--- config.mk ---
export PLATFORM = sky130hd
export DESIGN_NAME = multiplexed_seven_segment_scanner_top
export DESIGN_NICKNAME = d
export VERILOG_FILES = /design/src/mss_pkg.sv /design/src/mss_ram.sv /design/src/mss_conv.sv /design/src/multiplexed_seven_segment_scanner_top.sv
export SDC_FILE = /design/constraint.sdc
export NUM_CORES = 1
export LEC_CHECK = 0
export BUFFER_PORTS_ARGS = -buffer_cell sky130_fd_sc_hd__buf_2
export CAP_MARGIN = 20
export CORE_MARGIN = 5
export CORE_UTILIZATION = 65
export CTS_BUF_LIST = sky130_fd_sc_hd__clkbuf_4 sky130_fd_sc_hd__clkbuf_8
export DETAILED_ROUTE_END_ITERATION = 8
export PLACE_DENSITY = 0.88
export SETUP_SLACK_MARGIN = 0.1
export SYNTH_ARGS = -nofsm -noshare
export SYNTH_HDL_FRONTEND = slang
export SYNTH_SLANG_ARGS = --single-unit
--- constraint.sdc ---
create_clock -name clk -period 8.65 [get_ports clk]
set_input_delay 0.865 -clock clk [delete_from_list [all_inputs] [get_ports clk]]
set_output_delay 0.865 -clock clk [all_outputs]
set_load 0.05 [all_outputs]
--- src/mss_pkg.sv ---
// ----------------------------------------------------------------------------
// mss_pkg: shared types and constants of the seven-segment scanner
// Word layouts, command and register codes, digit codes and the segment table.
// ----------------------------------------------------------------------------
package mss_pkg;

  localparam int NUMBER_WIDTH   = 32;
  localparam int MAX_DIGITS_DEF = 8;
  localparam int CODE_W         = 5;
  localparam int CFG_IDX_W      = 3;
  localparam int CFG_DATA_W     = 4;

  // Commands carried by an input word
  localparam logic [1:0] CMD_LOAD = 2'd0;
  localparam logic [1:0] CMD_TICK = 2'd1;
  localparam logic [1:0] CMD_STOP = 2'd2;

  // Configuration register indexes
  localparam logic [CFG_IDX_W-1:0] CFG_DIGIT_COUNT = 3'd0;
  localparam logic [CFG_IDX_W-1:0] CFG_HEX_MODE    = 3'd1;
  localparam logic [CFG_IDX_W-1:0] CFG_ZERO_FILL   = 3'd2;
  localparam logic [CFG_IDX_W-1:0] CFG_ALLOW_SIGN  = 3'd3;
  localparam logic [CFG_IDX_W-1:0] CFG_INVERT_SEG  = 3'd4;

  localparam logic [CODE_W-1:0] MINUS_CODE  = 5'd16;
  localparam logic [7:0]        POINT_BIT   = 8'h80;
  localparam logic [7:0]        NO_POINT    = 8'hFF;
  localparam logic [3:0]        DIGITS_RST  = 4'd4;

  typedef struct packed {
    logic [1:0]                     command;
    logic signed [NUMBER_WIDTH-1:0] number;
    logic [7:0]                     point_position;
  } in_word_t;

  typedef struct packed {
    logic [7:0] segments;
    logic [2:0] active_digit;
    logic       digit_on;
    logic       running;
  } out_word_t;

  // Converter control and status
  typedef struct packed {
    logic start;
    logic hex;
    logic shift;
  } conv_ctrl_t;

  typedef struct packed {
    logic done;
    logic ovf;
  } conv_stat_t;

  // Segment pattern a..g for a digit code; anything past the digits is a dash
  function automatic logic [7:0] seg_lookup(input logic [CODE_W-1:0] code);
    logic [7:0] pat;
    case (code)
      5'd0:    pat = 8'h3F;
      5'd1:    pat = 8'h06;
      5'd2:    pat = 8'h5B;
      5'd3:    pat = 8'h4F;
      5'd4:    pat = 8'h66;
      5'd5:    pat = 8'h6D;
      5'd6:    pat = 8'h7D;
      5'd7:    pat = 8'h07;
      5'd8:    pat = 8'h7F;
      5'd9:    pat = 8'h6F;
      5'd10:   pat = 8'h77;
      5'd11:   pat = 8'h7C;
      5'd12:   pat = 8'h39;
      5'd13:   pat = 8'h5E;
      5'd14:   pat = 8'h79;
      5'd15:   pat = 8'h71;
      default: pat = 8'h40;
    endcase
    return pat;
  endfunction

endpackage

--- src/mss_ram.sv ---
// ----------------------------------------------------------------------------
// mss_ram: generic single-write, single-read RAM
// One write port, one read port, read data registered.
// ----------------------------------------------------------------------------
module mss_ram #(
  parameter int WIDTH = 8,
  parameter int DEPTH = 8,
  parameter int ADDR_W = (DEPTH > 1) ? $clog2(DEPTH) : 1
) (
  input  logic              clk,
  input  logic              wr_en,
  input  logic [ADDR_W-1:0] wr_addr,
  input  logic [WIDTH-1:0]  wr_data,
  input  logic              rd_en,
  input  logic [ADDR_W-1:0] rd_addr,
  output logic [WIDTH-1:0]  rd_data
);

  logic [WIDTH-1:0] mem_r [DEPTH];
  logic [WIDTH-1:0] rd_data_r;

  always_ff @(posedge clk) begin
    if (wr_en) begin
      mem_r[wr_addr] <= wr_data;
    end
    if (rd_en) begin
      rd_data_r <= mem_r[rd_addr];
    end
  end

  assign rd_data = rd_data_r;

endmodule

--- src/mss_conv.sv ---
// ----------------------------------------------------------------------------
// mss_conv: iterative binary to digit converter
// Shift-and-add-3 over two magnitude bits per cycle; hex skips the correction.
// ----------------------------------------------------------------------------
module mss_conv #(
  parameter int MAX_DIGITS = mss_pkg::MAX_DIGITS_DEF
) (
  input  logic                            clk,
  input  logic                            rst_n,
  input  mss_pkg::conv_ctrl_t             ctrl,
  input  logic [mss_pkg::NUMBER_WIDTH-1:0] mag,
  output mss_pkg::conv_stat_t             stat,
  output logic [4*MAX_DIGITS-1:0]         digits
);
  import mss_pkg::*;

  localparam int MAG_W = NUMBER_WIDTH + (NUMBER_WIDTH % 2);
  localparam int STEPS = MAG_W / 2;
  localparam int CNT_W = $clog2(STEPS + 1);
  localparam int DIG_W = 4 * MAX_DIGITS;

  logic [MAG_W-1:0] sh_r;
  logic [DIG_W-1:0] dig_r;
  logic             ovf_r;
  logic             hex_r;
  logic             busy_r;
  logic             done_r;
  logic [CNT_W-1:0] cnt_r;
  logic [DIG_W:0]   step1;
  logic [DIG_W:0]   step2;

  // Correct each decimal digit, then shift one bit in; top bit falls out
  function automatic logic [DIG_W:0] dabble(input logic [DIG_W-1:0] d, input logic b,
                                            input logic hex);
    logic [DIG_W-1:0] adj;
    adj = d;
    for (int i = 0; i < MAX_DIGITS; i++) begin
      if (!hex && (d[4*i +: 4] >= 4'd5)) begin
        adj[4*i +: 4] = d[4*i +: 4] + 4'd3;
      end
    end
    return {adj, b};
  endfunction

  always_comb begin
    step1 = dabble(dig_r, sh_r[MAG_W-1], hex_r);
    step2 = dabble(step1[DIG_W-1:0], sh_r[MAG_W-2], hex_r);
  end

  always_ff @(posedge clk) begin
    if (!rst_n) begin
      busy_r <= 1'b0;
      done_r <= 1'b0;
      cnt_r  <= '0;
    end else begin
      done_r <= 1'b0;
      if (ctrl.start) begin
        sh_r   <= MAG_W'(mag);
        dig_r  <= '0;
        ovf_r  <= 1'b0;
        hex_r  <= ctrl.hex;
        cnt_r  <= CNT_W'(STEPS);
        busy_r <= 1'b1;
      end else if (busy_r) begin
        sh_r  <= sh_r << 2;
        dig_r <= step2[DIG_W-1:0];
        ovf_r <= ovf_r | step1[DIG_W] | step2[DIG_W];
        cnt_r <= cnt_r - CNT_W'(1);
        if (cnt_r == CNT_W'(1)) begin
          busy_r <= 1'b0;
          done_r <= 1'b1;
        end
      end else if (ctrl.shift) begin
        dig_r <= dig_r >> 4;
      end
    end
  end

  assign stat   = '{done: done_r, ovf: ovf_r};
  assign digits = dig_r;

endmodule

--- src/multiplexed_seven_segment_scanner_top.sv ---
// ----------------------------------------------------------------------------
// multiplexed_seven_segment_scanner_top: multiplexed seven-segment scanner
// Loads a signed number as digits into a small RAM and scans it out per tick.
// ----------------------------------------------------------------------------
//
//   channel | direction | handshake            | word
//   --------+-----------+----------------------+------------------------------
//   in_     | input     | in_valid / in_ready  | command, number, point
//   out_    | output    | out_valid / out_ready| segments, digit, on, running
//   cfg_    | input     | cfg_valid / cfg_ready| register index, data
//
// Words are taken one at a time. A load runs the converter, two magnitude bits
// per cycle, sizes the result in S_SIZE, then makes one digit RAM write per
// stored digit. A tick while scanning reads the digit RAM in S_READ; a tick
// while stopped, stop and the unused command go straight to S_DONE.
// Reset: synchronous, active low; clears scan state, pins and config to their
// reset values. The digit RAM is not cleared; only loaded entries are read.
// Stalls: a finished result sits in the output register while the next word
// is taken; the FSM holds in its final state only while that register is full and out_ready is low.
//
module multiplexed_seven_segment_scanner_top #(
  parameter int MAX_DIGITS = mss_pkg::MAX_DIGITS_DEF
) (
  input  logic                             clk,
  input  logic                             rst_n,
  input  logic                             in_valid,
  output logic                             in_ready,
  input  mss_pkg::in_word_t                in_data,
  output logic                             out_valid,
  input  logic                             out_ready,
  output mss_pkg::out_word_t               out_data,
  input  logic                             cfg_valid,
  output logic                             cfg_ready,
  input  logic [mss_pkg::CFG_IDX_W-1:0]    cfg_index,
  input  logic [mss_pkg::CFG_DATA_W-1:0]   cfg_data
);
  import mss_pkg::*;

  localparam int LEN_W = $clog2(MAX_DIGITS + 1);
  localparam int CUR_W = (MAX_DIGITS > 1) ? $clog2(MAX_DIGITS) : 1;
  localparam int CNT_W = (LEN_W > 4) ? LEN_W : 4;
  localparam int DIG_W = 4 * MAX_DIGITS;

  typedef enum logic [2:0] {
    S_IDLE, S_CONV, S_SIZE, S_WRITE, S_READ, S_DONE
  } state_t;

  state_t            state_r;

  // Configuration registers
  logic [3:0]        digit_count_r;
  logic              hex_mode_r;
  logic              zero_fill_r;
  logic              allow_sign_r;
  logic              invert_r;

  // Scan state
  logic [LEN_W-1:0]  stored_length_r;
  logic [CUR_W-1:0]  cursor_r;
  logic              scanning_r;
  logic [7:0]        point_index_r;

  // Display pins as last driven
  logic [7:0]        pin_pattern_r;
  logic [2:0]        pin_digit_r;
  logic              pin_on_r;

  // Load bookkeeping
  logic              neg_r;
  logic [LEN_W-1:0]  body_len_r;
  logic [LEN_W-1:0]  wr_pos_r;

  logic              out_valid_r;
  out_word_t         out_data_r;

  // Datapath signals
  logic              accept;
  logic              emit;
  logic [LEN_W-1:0]  lines;
  logic [CNT_W-1:0]  dc_ext;
  logic [LEN_W-1:0]  lim;
  logic [LEN_W-1:0]  inc;
  logic [CUR_W-1:0]  cursor_nxt;
  logic [CUR_W+2:0]  cur_ext;
  logic [NUMBER_WIDTH-1:0] num_u;
  logic [NUMBER_WIDTH-1:0] mag;
  logic              num_neg;
  logic [LEN_W-1:0]  hi;
  logic [LEN_W-1:0]  sig;
  logic [LEN_W-1:0]  target;
  logic [LEN_W-1:0]  body;
  logic [LEN_W:0]    total;
  logic [LEN_W-1:0]  store_len_nxt;
  logic [CODE_W-1:0] wr_code;
  logic              wr_last;
  logic [7:0]        tick_pat;
  logic [CODE_W-1:0] rd_code;
  logic              rd_en;
  conv_ctrl_t        conv_ctrl;
  conv_stat_t        conv_stat;
  logic [DIG_W-1:0]  digits;

  assign accept    = in_valid && in_ready;
  assign in_ready  = (state_r == S_IDLE);
  assign cfg_ready = 1'b1;
  assign emit      = (state_r == S_DONE) && (!out_valid_r || out_ready);

  always_comb begin
    // Lines in use: zero acts as one, anything past the store as the store size
    dc_ext = CNT_W'(digit_count_r);
    if (dc_ext == '0) begin
      lines = LEN_W'(1);
    end else if (dc_ext > CNT_W'(MAX_DIGITS)) begin
      lines = LEN_W'(MAX_DIGITS);
    end else begin
      lines = LEN_W'(dc_ext);
    end
    lim = (stored_length_r < lines) ? stored_length_r : lines;

    // Advance the cursor, wrap at the scan limit
    inc = LEN_W'(cursor_r) + LEN_W'(1);
    if ((inc >= lim) || (inc >= LEN_W'(MAX_DIGITS))) begin
      cursor_nxt = '0;
    end else begin
      cursor_nxt = CUR_W'(inc);
    end
    cur_ext = {3'b000, cursor_r};

    // Magnitude of the incoming number
    num_u   = in_data.number;
    num_neg = num_u[NUMBER_WIDTH-1];
    mag     = num_neg ? ((~num_u) + NUMBER_WIDTH'(1)) : num_u;

    // Significant digits: highest nonzero digit, at least one, all of them on overflow
    hi = '0;
    for (int i = 0; i < MAX_DIGITS; i++) begin
      if (digits[4*i +: 4] != 4'd0) begin
        hi = LEN_W'(i + 1);
      end
    end
    if (conv_stat.ovf) begin
      sig = LEN_W'(MAX_DIGITS);
    end else if (hi == '0) begin
      sig = LEN_W'(1);
    end else begin
      sig = hi;
    end
    // Zero fill stops one place short of the lines when a sign is allowed
    target = lines - LEN_W'(allow_sign_r);
    body   = (zero_fill_r && (target > sig)) ? target : sig;
    total  = {1'b0, body} + (LEN_W+1)'(allow_sign_r && neg_r);
    store_len_nxt = (total > (LEN_W+1)'(MAX_DIGITS)) ? LEN_W'(MAX_DIGITS) : LEN_W'(total);

    // Digits below the body come from the converter, the place after is a dash
    wr_code = (wr_pos_r < body_len_r) ? {1'b0, digits[3:0]} : MINUS_CODE;
    wr_last = ((wr_pos_r + LEN_W'(1)) == stored_length_r);

    // Pattern for the digit just read back
    tick_pat = seg_lookup(rd_code);
    if ({8'h00, cursor_r} == {{CUR_W{1'b0}}, point_index_r}) begin
      tick_pat = tick_pat | POINT_BIT;
    end
  end

  assign rd_en = accept && (in_data.command == CMD_TICK) && scanning_r;

  assign conv_ctrl = '{
    start: accept && (in_data.command == CMD_LOAD),
    hex:   hex_mode_r,
    shift: (state_r == S_WRITE)
  };

  mss_conv #(
    .MAX_DIGITS (MAX_DIGITS)
  ) u_conv (
    .clk    (clk),
    .rst_n  (rst_n),
    .ctrl   (conv_ctrl),
    .mag    (mag),
    .stat   (conv_stat),
    .digits (digits)
  );

  mss_ram #(
    .WIDTH (CODE_W),
    .DEPTH (MAX_DIGITS)
  ) u_digit_ram (
    .clk     (clk),
    .wr_en   (state_r == S_WRITE),
    .wr_addr (wr_pos_r[CUR_W-1:0]),
    .wr_data (wr_code),
    .rd_en   (rd_en),
    .rd_addr (cursor_nxt),
    .rd_data (rd_code)
  );

  // Config writes must land only while idle; the user ensures this, the block does not enforce it
  always_ff @(posedge clk) begin
    if (!rst_n) begin
      digit_count_r <= DIGITS_RST;
      hex_mode_r    <= 1'b0;
      zero_fill_r   <= 1'b0;
      allow_sign_r  <= 1'b0;
      invert_r      <= 1'b0;
    end else if (cfg_valid) begin
      case (cfg_index)
        CFG_DIGIT_COUNT: digit_count_r <= cfg_data;
        CFG_HEX_MODE:    hex_mode_r    <= cfg_data[0];
        CFG_ZERO_FILL:   zero_fill_r   <= cfg_data[0];
        CFG_ALLOW_SIGN:  allow_sign_r  <= cfg_data[0];
        CFG_INVERT_SEG:  invert_r      <= cfg_data[0];
        default: ;
      endcase
    end
  end

  // Control FSM with scan state, pins and the output register
  always_ff @(posedge clk) begin
    if (!rst_n) begin
      state_r         <= S_IDLE;
      stored_length_r <= '0;
      cursor_r        <= '0;
      scanning_r      <= 1'b0;
      point_index_r   <= NO_POINT;
      pin_pattern_r   <= '0;
      pin_digit_r     <= '0;
      pin_on_r        <= 1'b0;
      out_valid_r     <= 1'b0;
    end else begin
      // Drop the taken word unless a new one replaces it on the same edge
      if (out_valid_r && out_ready && !emit) begin
        out_valid_r <= 1'b0;
      end
      case (state_r)
        S_IDLE: begin
          if (accept) begin
            case (in_data.command)
              CMD_LOAD: begin
                neg_r         <= num_neg;
                point_index_r <= in_data.point_position;
                state_r       <= S_CONV;
              end
              CMD_TICK: begin
                if (scanning_r) begin
                  cursor_r <= cursor_nxt;
                  state_r  <= S_READ;
                end else begin
                  state_r  <= S_DONE;
                end
              end
              CMD_STOP: begin
                scanning_r    <= 1'b0;
                pin_pattern_r <= '0;
                pin_on_r      <= 1'b0;
                pin_digit_r   <= cur_ext[2:0];
                state_r       <= S_DONE;
              end
              default: begin
                state_r <= S_DONE;
              end
            endcase
          end
        end
        S_CONV: begin
          if (conv_stat.done) begin
            state_r <= S_SIZE;
          end
        end
        S_SIZE: begin
          body_len_r      <= body;
          stored_length_r <= store_len_nxt;
          wr_pos_r        <= '0;
          state_r         <= S_WRITE;
        end
        S_WRITE: begin
          wr_pos_r <= wr_pos_r + LEN_W'(1);
          if (wr_last) begin
            // Park on the last shown digit so the first tick shows digit zero
            cursor_r   <= CUR_W'(lim - LEN_W'(1));
            scanning_r <= 1'b1;
            state_r    <= S_DONE;
          end
        end
        S_READ: begin
          pin_pattern_r <= tick_pat;
          pin_digit_r   <= cur_ext[2:0];
          pin_on_r      <= 1'b1;
          state_r       <= S_DONE;
        end
        S_DONE: begin
          if (emit) begin
            out_valid_r <= 1'b1;
            state_r     <= S_IDLE;
          end
        end
        default: begin
          state_r <= S_IDLE;
        end
      endcase
    end
  end

  always_ff @(posedge clk) begin
    if (emit) begin
      out_data_r <= '{
        segments:     invert_r ? ~pin_pattern_r : pin_pattern_r,
        active_digit: pin_digit_r,
        digit_on:     pin_on_r,
        running:      scanning_r
      };
    end
  end

  assign out_valid = out_valid_r;
  assign out_data  = out_data_r;

  a_scan_has_digits: assert property (@(posedge clk) disable iff (!rst_n)
    scanning_r |-> (stored_length_r != '0))
    else $error("scanning with an empty digit store");

  a_pin_on_scanning: assert property (@(posedge clk) disable iff (!rst_n)
    pin_on_r |-> scanning_r)
    else $error("digit line driven while stopped");

  a_write_in_range: assert property (@(posedge clk) disable iff (!rst_n)
    (state_r == S_WRITE) |-> (wr_pos_r < stored_length_r))
    else $error("digit write past stored length");

  a_tick_reads: assert property (@(posedge clk) disable iff (!rst_n)
    rd_en |=> (state_r == S_READ))
    else $error("tick read issued without read-back state");

endmodule

==> reports/results.ini, run 1 <==
[worst_setup_path]
worst_ep_required_time_ns = 9.04
crit_chain = inv_1, ha_1, nor3b_1, nand3_1, or2_2, o31ai_1, o21ai_0, inv_1, ha_1, nand4_1, nand2_1, a21oi_1, mux2i_1, ha_1, nor3b_1, mux2i_1, o21ai_0, nand2_1, o21ai_0
cp_max_fo = 7
r2r-end = stored_length_r[2]$_SDFFE_PN0N_
r2r_slack_ns = 4.06
arrival_ns = 4.98
r2r_cells = 19
worstSetupStartpointType = flop
cp_slowest_cell = a21oi_1
criticalPathCategory = flop to flop
reg2reg_from = u_conv.digits[24]$_SDFFCE_PP0P_
critPathCaptureType = flop
critPathMaxStageDelay_ns = 0.51

[synthesis]
synthAdderAreaFrac_pct = 7.42
synth_nets = 1242
syn_area_mm2 = 0.0110
synth_top_area_share_pct = 36.4
synth_edf_count = 133
yosys.area_share.simple_pct = 17.5
ys_seq_area_share_pct = 45.0
synthCells = 1123
synth_largest_area_cell = edfxtp_1
synth_xor_area_share_pct = 5.83
yosys_warnings = 0
synthFlopType = edfxtp_1
synth_cell_type_count = 64
synth_top_family_by_area = simple AND/OR/NAND/NOR gates
syn_area_per_cell_um2 = 9.76
synth_area_leaders = edfxtp_1, dfxtp_1, ha_1, mux2i_1, nor2_1
ys_async_sr_fraction_pct = 0
muxShareOfSynthArea_pct = 6.07
ys_ff_latch = 180
synth_compound_area_share_pct = 14.2

[power]
p_clk_share_pct = 33.4
leakage_nw = 4.74
seqPwrFrac_pct = 54.6
peakVddDrop_uv = 123
p_int_mw = 1.28
power.switching_mw = 0.493
powerDensity_mw_per_mm2 = 149
power_frac_comb_pct = 12.0
switching_share_pct = 27.8

[clock_tree]
root_buffer = clkbuf_8
cts_tree = built
htree_levels = 4
cts_buffers = 17
clock-sinks = 180
cts_resized = 0
ctsHoldBuffers = 0
clkSlewWorstSetupHoldPaths_ns = 0.10
cts.path.max_buffers = 2
clock_latency_ns = 0.47
cts_setup_buffers = 0

[sta]
skew_ns = 0.0153
final_hold_viol_count = 0
setup_viol = 0
fin_setup_tns_ns = 0
timing.slew.headroom_pct = 25.4
maxSlewViolCount = 0
period_needed_ns = 4.59
post-route-period-util_pct = 53.1
worst_pin_slew_ns = 1.11
rsz0062_at_grt = false
fmax_ghz = 0.218

[global_routing]
gr-usage-all-layers_pct = 23.9
grt_pass1_wl_um = 39000
grt_max_degree = 71
grt_remaining_overflow = 0
grt_pass1_vias = 8097
antenna_found_initial = 0

[floorplanning]
die_h_um = 140
design.core.area_mm2 = 0.0166
placement_rows = 47
die-width_um = 140
initial_utilization_pct = 66.1
dieArea_mm2 = 0.0196
design.portCount = 70

[final_layout]
final_util_pct = 71.6
syn_to_final_growth_pct = 8.35
antenna_cells = 0
layout-drive-gt1-share_pct = 12.1
finalNetCount = 1287

[run_status]
status = finished, final reports clean

[hold_path]
hp-class = flop to flop
hold_start = pin_digit_r[1]$_SDFFE_PN0P_
hold_path_end = out_data[3]$_DFFE_PP_
hold_depth = 0

[route]
route.vias.total = 8388
drt_pass1_iterations = 5
remaining_drc_errors = 0
viasPerCell = 5.99
avgRoutedWirePerCell_um = 16.8
drtIter0Drc = 684
ant_nets = 0
routed_wl_um = 23500

[job]
max_cap_viol_count = 0

[place]
io_buffers = 68
dp.final_hpwl_um = 16800
place_congestion = 0.860

## cell usage after synthesis (all sizes together) (4+ instances only)
library cell / instances
nor2b: 44
o22ai: 6
nor2: 109
nand2b: 22
and2: 13
xnor2: 34
nand4: 6
nor4b: 5
nand3: 23
a211oi: 18
o31a: 6
or4: 5
o21ai: 74
or2: 13
a22oi: 6
ha: 65
a31oi: 8
a221oi: 5
buf: 6
inv: 61
mux2: 10
dfxtp: 47
nand2: 102
and3: 4
a21oi: 44
o41ai: 5
nor3b: 9
nor3: 15
edfxtp: 133
mux2i: 53
o32a: 4
xor2: 39
nand3b: 4
a21o: 11
or3: 5
o211ai: 9
o21a: 9
o31ai: 12
clkbuf: 45
nor4: 6
a21boi: 8
## state kept, by name, summed over array words and instances (netlist names), 3 cells and up
| name | cells |
|---|---|
| pin_digit_r | 3 |
| out_data | 13 |
| dc_ext | 4 |
| state_r | 3 |
| pin_pattern_r | 8 |
| u_digit_ram.rd_data | 5 |
| u_digit_ram.mem_r | 40 |
| wr_pos_r | 4 |
| stored_length_r | 4 |
| body_len_r | 4 |
| cursor_r | 3 |
| u_conv.sh_r | 32 |
| u_conv.cnt_r | 5 |
| u_conv.digits | 32 |
| point_index_r | 8 |
## kinds of logic after synthesis
logic type / after synthesis
adder cells (fa/ha/maj): 65
AO/OA/AOI/OAI: 239
XOR/XNOR: 73
other: 1
flip-flops: 180
AND/OR/NAND/NOR: 389
buffers and inverters: 112
multiplexers: 64
## cells in the final DEF (no fill, tap or decap), drive strengths merged, types with 6 or more instances in the layout
cell,netlist,routed
a211oi,18,18
a21boi,8,8
a21o,11,11
a21oi,44,44
a22oi,6,6
a31oi,8,8
and2,13,13
buf,6,76
clkbuf,45,18
dfxtp,47,47
edfxtp,133,133
ha,65,65
inv,61,70
mux2,10,10
mux2i,53,53
nand2,102,102
nand2b,22,22
nand3,23,23
nand4,6,6
nor2,109,109
nor2b,44,44
nor3,15,15
nor3b,9,9
nor4,6,6
o211ai,9,9
o21a,9,9
o21ai,74,74
o22ai,6,6
o31a,6,6
o31ai,12,12
or2,13,13
xnor2,34,34
xor2,39,39
## layout make-up
class | count | area [µm²]
clock buffers | 17 | 234
clock inverters | 15 | 180
fillers | 1179 | 4710
inverters | 61 | 229
multi-input cells | 831 | 5610
flip-flops and latches | 180 | 4940
well taps | 220 | 275
repair buffers | 77 | 418
## metal layers
| metal | vias up | track usage [%] | share of wire [%] |
|---|---|---|---|
| met3 | 48 | 4.39 | 4.8 |
| met2 | 281 | 41.6 | 51 |
| met5 | - | 0 | 0 |
| met4 | 0 | 7.39 | 2.0 |
| met1 | 3958 | 30.5 | 42 |
| li1 | 4101 | - | - |
## power by group through the flow
stage	combinational [mW]	clock, mW	sequential [mW]
CTS	0.208	0.597	0.970
detailed placement	0.205	0	0.990
global placement	0.198	0	0.989
finish	0.213	0.592	0.968
floorplan	0.152	0	0.984
global route	0.237	0.635	0.971
## how the worst max path moves through the flow
| stage | from | to | depth (start not counted) |
|---|---|---|---|
| floorplan | u_conv.digits[24]$_SDFFCE_PP0P_ | stored_length_r[0]$_SDFFE_PN0N_ | 19 |
| global placement | u_conv.digits[24]$_SDFFCE_PP0P_ | stored_length_r[2]$_SDFFE_PN0N_ | 19 |
| detailed placement | u_conv.digits[29]$_SDFFCE_PP0P_ | stored_length_r[2]$_SDFFE_PN0N_ | 15 |
| CTS | u_conv.digits[29]$_SDFFCE_PP0P_ | stored_length_r[2]$_SDFFE_PN0N_ | 15 |
| global route | u_conv.digits[24]$_SDFFCE_PP0P_ | stored_length_r[2]$_SDFFE_PN0N_ | 19 |
| finish | u_conv.digits[24]$_SDFFCE_PP0P_ | stored_length_r[2]$_SDFFE_PN0N_ | 19 |
## stage by stage
step                      total power, mW  hold WS [ns]  worst slack (ns)  instances  area [µm²]
final                                1.77         0.440              4.06       1401       11900
after global routing                 1.84         0.452              3.61       1401       11900
after CTS                            1.78         0.441              4.06       1399       11900
after detailed placement             1.20         0.418              4.12       1367       11400
after global placement               1.19         0.412              4.31       1367       11400
after floorplan                      1.14         0.408              4.77       1123       11000
## critical path, delay by kind of cell (launching register included)
family          cells  cell delay, ns
mux                 2            0.43
buf+inv             2            0.17
fa+ha+maj           3            0.66
flops               1            0.48
simple gates        7            1.39
compound gates      5            1.39
(Power assumes the default switching activity.)
==> run 2, diff against run 1 <==
CORE_UTILIZATION = 57   (was 65)
PLACE_DENSITY = 0.82   (was 0.88)
clock period = 3.9 ns   (was 8.65 ns; I/O delays follow)
==> reports/results.ini, run 2 (synthesis results as in run 1) <==
[run_status]
status = finished, final reports clean

[clock_tree]
clock_latency_ns = 0.47
clkSlewWorstSetupHoldPaths_ns = 0.11
htree_levels = 4
cts_tree = built
root_buffer = clkbuf_8
clock-sinks = 180
ctsHoldBuffers = 0
cts.path.max_buffers = 2
cts_buffers = 17

[worst_setup_path]
worst_ep_required_time_ns = 4.12
crit_chain = nor2b_4, inv_1, ha_1, or3_1, o22ai_1, a21oi_1, nor2b_1, a31oi_2, ha_1, a21o_1, a21oi_2, o211ai_1, buf_4, buf_6, mux2i_1, nor2_1, o31a_1
cpMostUsedCell = ha_1
worstSetupStartpointType = flop
criticalPathCategory = flop to flop
cp_slowest_cell = dfxtp_1
cp_num_buf_inv = 3
critPathCaptureType = flop
critPathTopFamily = compound AO/OA/AOI/OAI gates
arrival_ns = 3.85
critPathMaxStageDelay_ns = 0.40
cp_max_fo = 5

[hold_path]
hp-class = input pin to flop

[sta]
rsz0062_at_grt = false
timing.slew.headroom_pct = 32.5
post-route-period-util_pct = 93.1
worst_pin_slew_ns = 1.01
period_needed_ns = 3.63
skew_ns = 0.0149
final_hold_viol_count = 0
setup_viol = 0
maxSlewViolCount = 0
fin_setup_tns_ns = 0
fmax_ghz = 0.275

[final_layout]
layout.cells.non_filler = 1458
layout-drive-gt1-share_pct = 15.4
regMostFlops = u_digit_ram.mem_r
antenna_cells = 0
layout_commonest_cell = edfxtp_1
finalNetCount = 1304
largest_reg_flops = 40
syn_to_final_growth_pct = 10.8
final_cell_mix = edfxtp_1, nor2_1, nand2_1

[route]
viasPerCell = 5.76
drtIter0Drc = 566
ant_nets = 0
avgRoutedWirePerCell_um = 16.0
remaining_drc_errors = 0
drt_pass1_iterations = 5
routed_wl_um = 23400
route.vias.total = 8405

[place]
place_congestion = 0.860
dp.final_hpwl_um = 16700
io_buffers = 68
dp.cells = 1420

[global_routing]
grt_max_degree = 50
antenna_found_initial = 0
grt_pass1_vias = 8102
gr-usage-all-layers_pct = 21.2
grt_remaining_overflow = 0
grt_pass1_wl_um = 38300

[power]
finalPower_mw = 3.87
peakVddDrop_uv = 221
powerDensity_mw_per_mm2 = 319
leakage_nw = 4.84

[floorplanning]
initial_utilization_pct = 58.2
design.core.area_mm2 = 0.0188
die-width_um = 149
design.portCount = 70
dieArea_mm2 = 0.0221
placement_rows = 50
die_h_um = 149

[job]
max_cap_viol_count = 0

## run 2: path summary, 6_finish.rpt
check	startpoint	endpoint	slack, ns	cells after the start
max reg2reg	dc_ext[2]$_SDFFE_PN1P_	u_digit_ram.rd_data[3]$_DFFE_PP_	0.27	17
min reg2reg	pin_digit_r[0]$_SDFFE_PN0P_	out_data[2]$_DFFE_PP_	0.45	0
max	dc_ext[2]$_SDFFE_PN1P_	u_digit_ram.rd_data[3]$_DFFE_PP_	0.27	17
min	in_data[7]	point_index_r[7]$_SDFFE_PN1P_	0.12	3
## run 2: what timing repair did
| action | 4_1_cts | 5_1_grt |
|---|---|---|
| endpoints found under the setup margin | 4 | 9 |
| pin swaps | 0 | 3 |
| resized for setup | 4 | 29 |
| setup buffers | 1 | 3 |
| gates cloned | 0 | 1 |
## run 2: worst min-delay path, stage by stage
cell and delay (ns):
buf_2 0.07, nand2_1 0.04, nand3_1 0.06
## run 2: per-layer routing
metal	GRT usage [%]	vias to the layer above	share of wire (%)
li1	-	4146	-
met3	4.45	45	5.6
met1	27.1	3969	42
met4	6.61	0	2.4
met2	36.2	245	50
met5	0	-	0
## run 2: final cells by class
class                   count  area (µm²)
flip-flops and latches    180        4940
well taps                 260         325
clock inverters            15         154
multi-input cells         831        5730
inverters                  61         229
fillers                  1473        6690
repair buffers             94         534
clock buffers              17         234
## run 2: where the power goes
part,internal [mW],switching (mW)
Sequential,2.10,0.0435
Clock,0.482,0.764
Combinational,0.193,0.281
Total,2.78,1.09
## run 2: per-stage QoR
stage               setup slack, ns  hold WS (ns)  instance area, µm²  utilization (%)
CTS                           0.108        0.0937               12000             63.7
detailed placement          -0.0255         0.424               11600             61.5
global route                 0.0741        0.0888               12100             64.5
global placement              0.138         0.414               11600             61.5
floorplan                     0.172         0.408               11000                -
finish                        0.269         0.117               12100             64.5
==> run 3, diff against run 2 <==
CORE_ASPECT_RATIO = 0.8   (was default)
==> reports/results.ini, run 3 (synthesis results as in run 1) <==
[run_status]
status = finished, final reports clean

[route]
drt_pass1_iterations = 5
ant_nets = 0
remaining_drc_errors = 0
avgRoutedWirePerCell_um = 16.1
viasPerCell = 5.76
route.vias.total = 8449
drtIter0Drc = 646
routed_wl_um = 23600

[global_routing]
grt_remaining_overflow = 0
grt_max_degree = 77
antenna_found_initial = 1
grt_pass1_vias = 7905
gr-usage-all-layers_pct = 21.1
grt_pass1_wl_um = 37700

[worst_setup_path]
critPathTopFamily = adder cells
worst_ep_required_time_ns = 4.27
critPathMaxStageDelay_ns = 0.46
crit_chain = inv_1, ha_1, nor4b_1, buf_4, o21ai_1, ha_1, nor2b_1, o211ai_1, a21oi_2, mux2i_1, ha_2, nor3b_4, mux2i_1, o21ai_2, a22oi_1, nor2b_1
worstSetupStartpointType = flop
cp_num_buf_inv = 2
arrival_ns = 4.14
critPathCaptureType = flop
criticalPathCategory = flop to flop
cp_slowest_cell = edfxtp_1
cp_max_fo = 7

[clock_tree]
cts_buffers = 17
root_buffer = clkbuf_8
cts.path.max_buffers = 2
clock_latency_ns = 0.47
htree_levels = 4
clock-sinks = 180
clkSlewWorstSetupHoldPaths_ns = 0.10
cts_tree = built

[place]
place_congestion = 0.893
dp.final_hpwl_um = 16800
placed_area_mm2 = 0.0116
io_buffers = 68

[sta]
maxSlewViolCount = 0
worst_pin_slew_ns = 0.940
final_hold_viol_count = 0
period_needed_ns = 3.77
setup_viol = 0
fin_setup_tns_ns = 0
skew_ns = 0.0176
post-route-period-util_pct = 96.7
fmax_ghz = 0.265
timing.slew.headroom_pct = 37.1

[floorplanning]
initial_utilization_pct = 57.9
die_h_um = 134
placement_rows = 45
design.portCount = 70
design.core.area_mm2 = 0.0189
dieArea_mm2 = 0.0221
die-width_um = 165

[power]
peakVddDrop_uv = 217
leakage_nw = 4.88
powerDensity_mw_per_mm2 = 318

[final_layout]
layout-drive-gt1-share_pct = 15.7
antenna_cells = 0
regMostFlops = u_digit_ram.mem_r
syn_to_final_growth_pct = 11.5
final_cell_mix = edfxtp_1, nor2_1, nand2_1
fill_cells = 1504
layout_commonest_cell = edfxtp_1
finalNetCount = 1314
finalInstanceArea_mm2 = 0.0122
largest_reg_flops = 40

[hold_path]
hp-class = input pin to flop

[job]
max_cap_viol_count = 0

## run 3: cell count changes in the layout (fill, tap and decap cells not counted), sizes merged
| cell | delta |
|---|---|
| bufinv | +1 |
| clkbuf | +4 |
| inv | -4 |
| buf | +9 |
## run 3: layer usage
metal	vias up	track usage (%)	routed length [µm]
met4	2	5.40	284
met1	3964	29.9	10900
met3	30	4.73	1760
met2	301	32.9	10700
met5	-	0	13
li1	4152	-	-
## run 3: stage by stage
step                hold slack [ns]  setup slack (ns)  std cells  total power, mW  util [%]
floorplan                     0.408             0.172       1123             2.52         -
global placement              0.414             0.121       1424             2.64      61.6
detailed placement            0.419            -0.128       1424             2.66      61.6
CTS                           0.119             0.108       1460             3.90      63.9
global route                  0.131           -0.0149       1466             4.04      64.6
finish                        0.148             0.129       1466             3.89      64.6
## run 3: repair_timing
item                       in CTS  in global routing
resized for setup               9                 20
setup endpoints to repair       4                  9
pin swaps                       1                  5
hold buffers                    0                  0
buffers inserted                4                  5
## run 3: area by class of cell
| class | instances | area [µm²] | share of cell area [%] |
|---|---|---|---|
| Multi-Input combinational cell | 831 | 5730 | 46.9 |
| Sequential cell | 180 | 4940 | 40.4 |
| Timing Repair Buffer | 104 | 621 | 5.08 |
| Tap cell | 258 | 323 | 2.64 |
| Clock buffer | 20 | 263 | 2.15 |
| Inverter | 61 | 229 | 1.87 |
| Clock inverter | 12 | 120 | 0.982 |
## run 3: power by group
group | internal (mW) | total, mW | switching [mW] | leakage, nW
registers | 2.10 | 2.15 | 0.0444 | 1.60
clock network | 0.549 | 1.25 | 0.706 | 0.201
logic | 0.197 | 0.485 | 0.288 | 3.08
## run 3: final timing paths
| path | from | endpoint | slack, ns | depth (start not counted) |
|---|---|---|---|---|
| min | in_data[1] | point_index_r[1]$_SDFFE_PN1P_ | 0.15 | 3 |
| max reg2reg | u_conv.digits[28]$_SDFFCE_PP0P_ | stored_length_r[0]$_SDFFE_PN0N_ | 0.13 | 16 |
| min reg2reg | hex_mode_r$_SDFFE_PN0P_ | u_conv.hex_r$_DFFE_PP_ | 0.44 | 0 |
| max | u_conv.digits[28]$_SDFFCE_PP0P_ | stored_length_r[0]$_SDFFE_PN0N_ | 0.13 | 16 |
## run 3: tightest hold or removal path, cell delays in order
cell     delay [ns]
buf_2          0.08
nand2_1        0.04
nand3_1        0.06
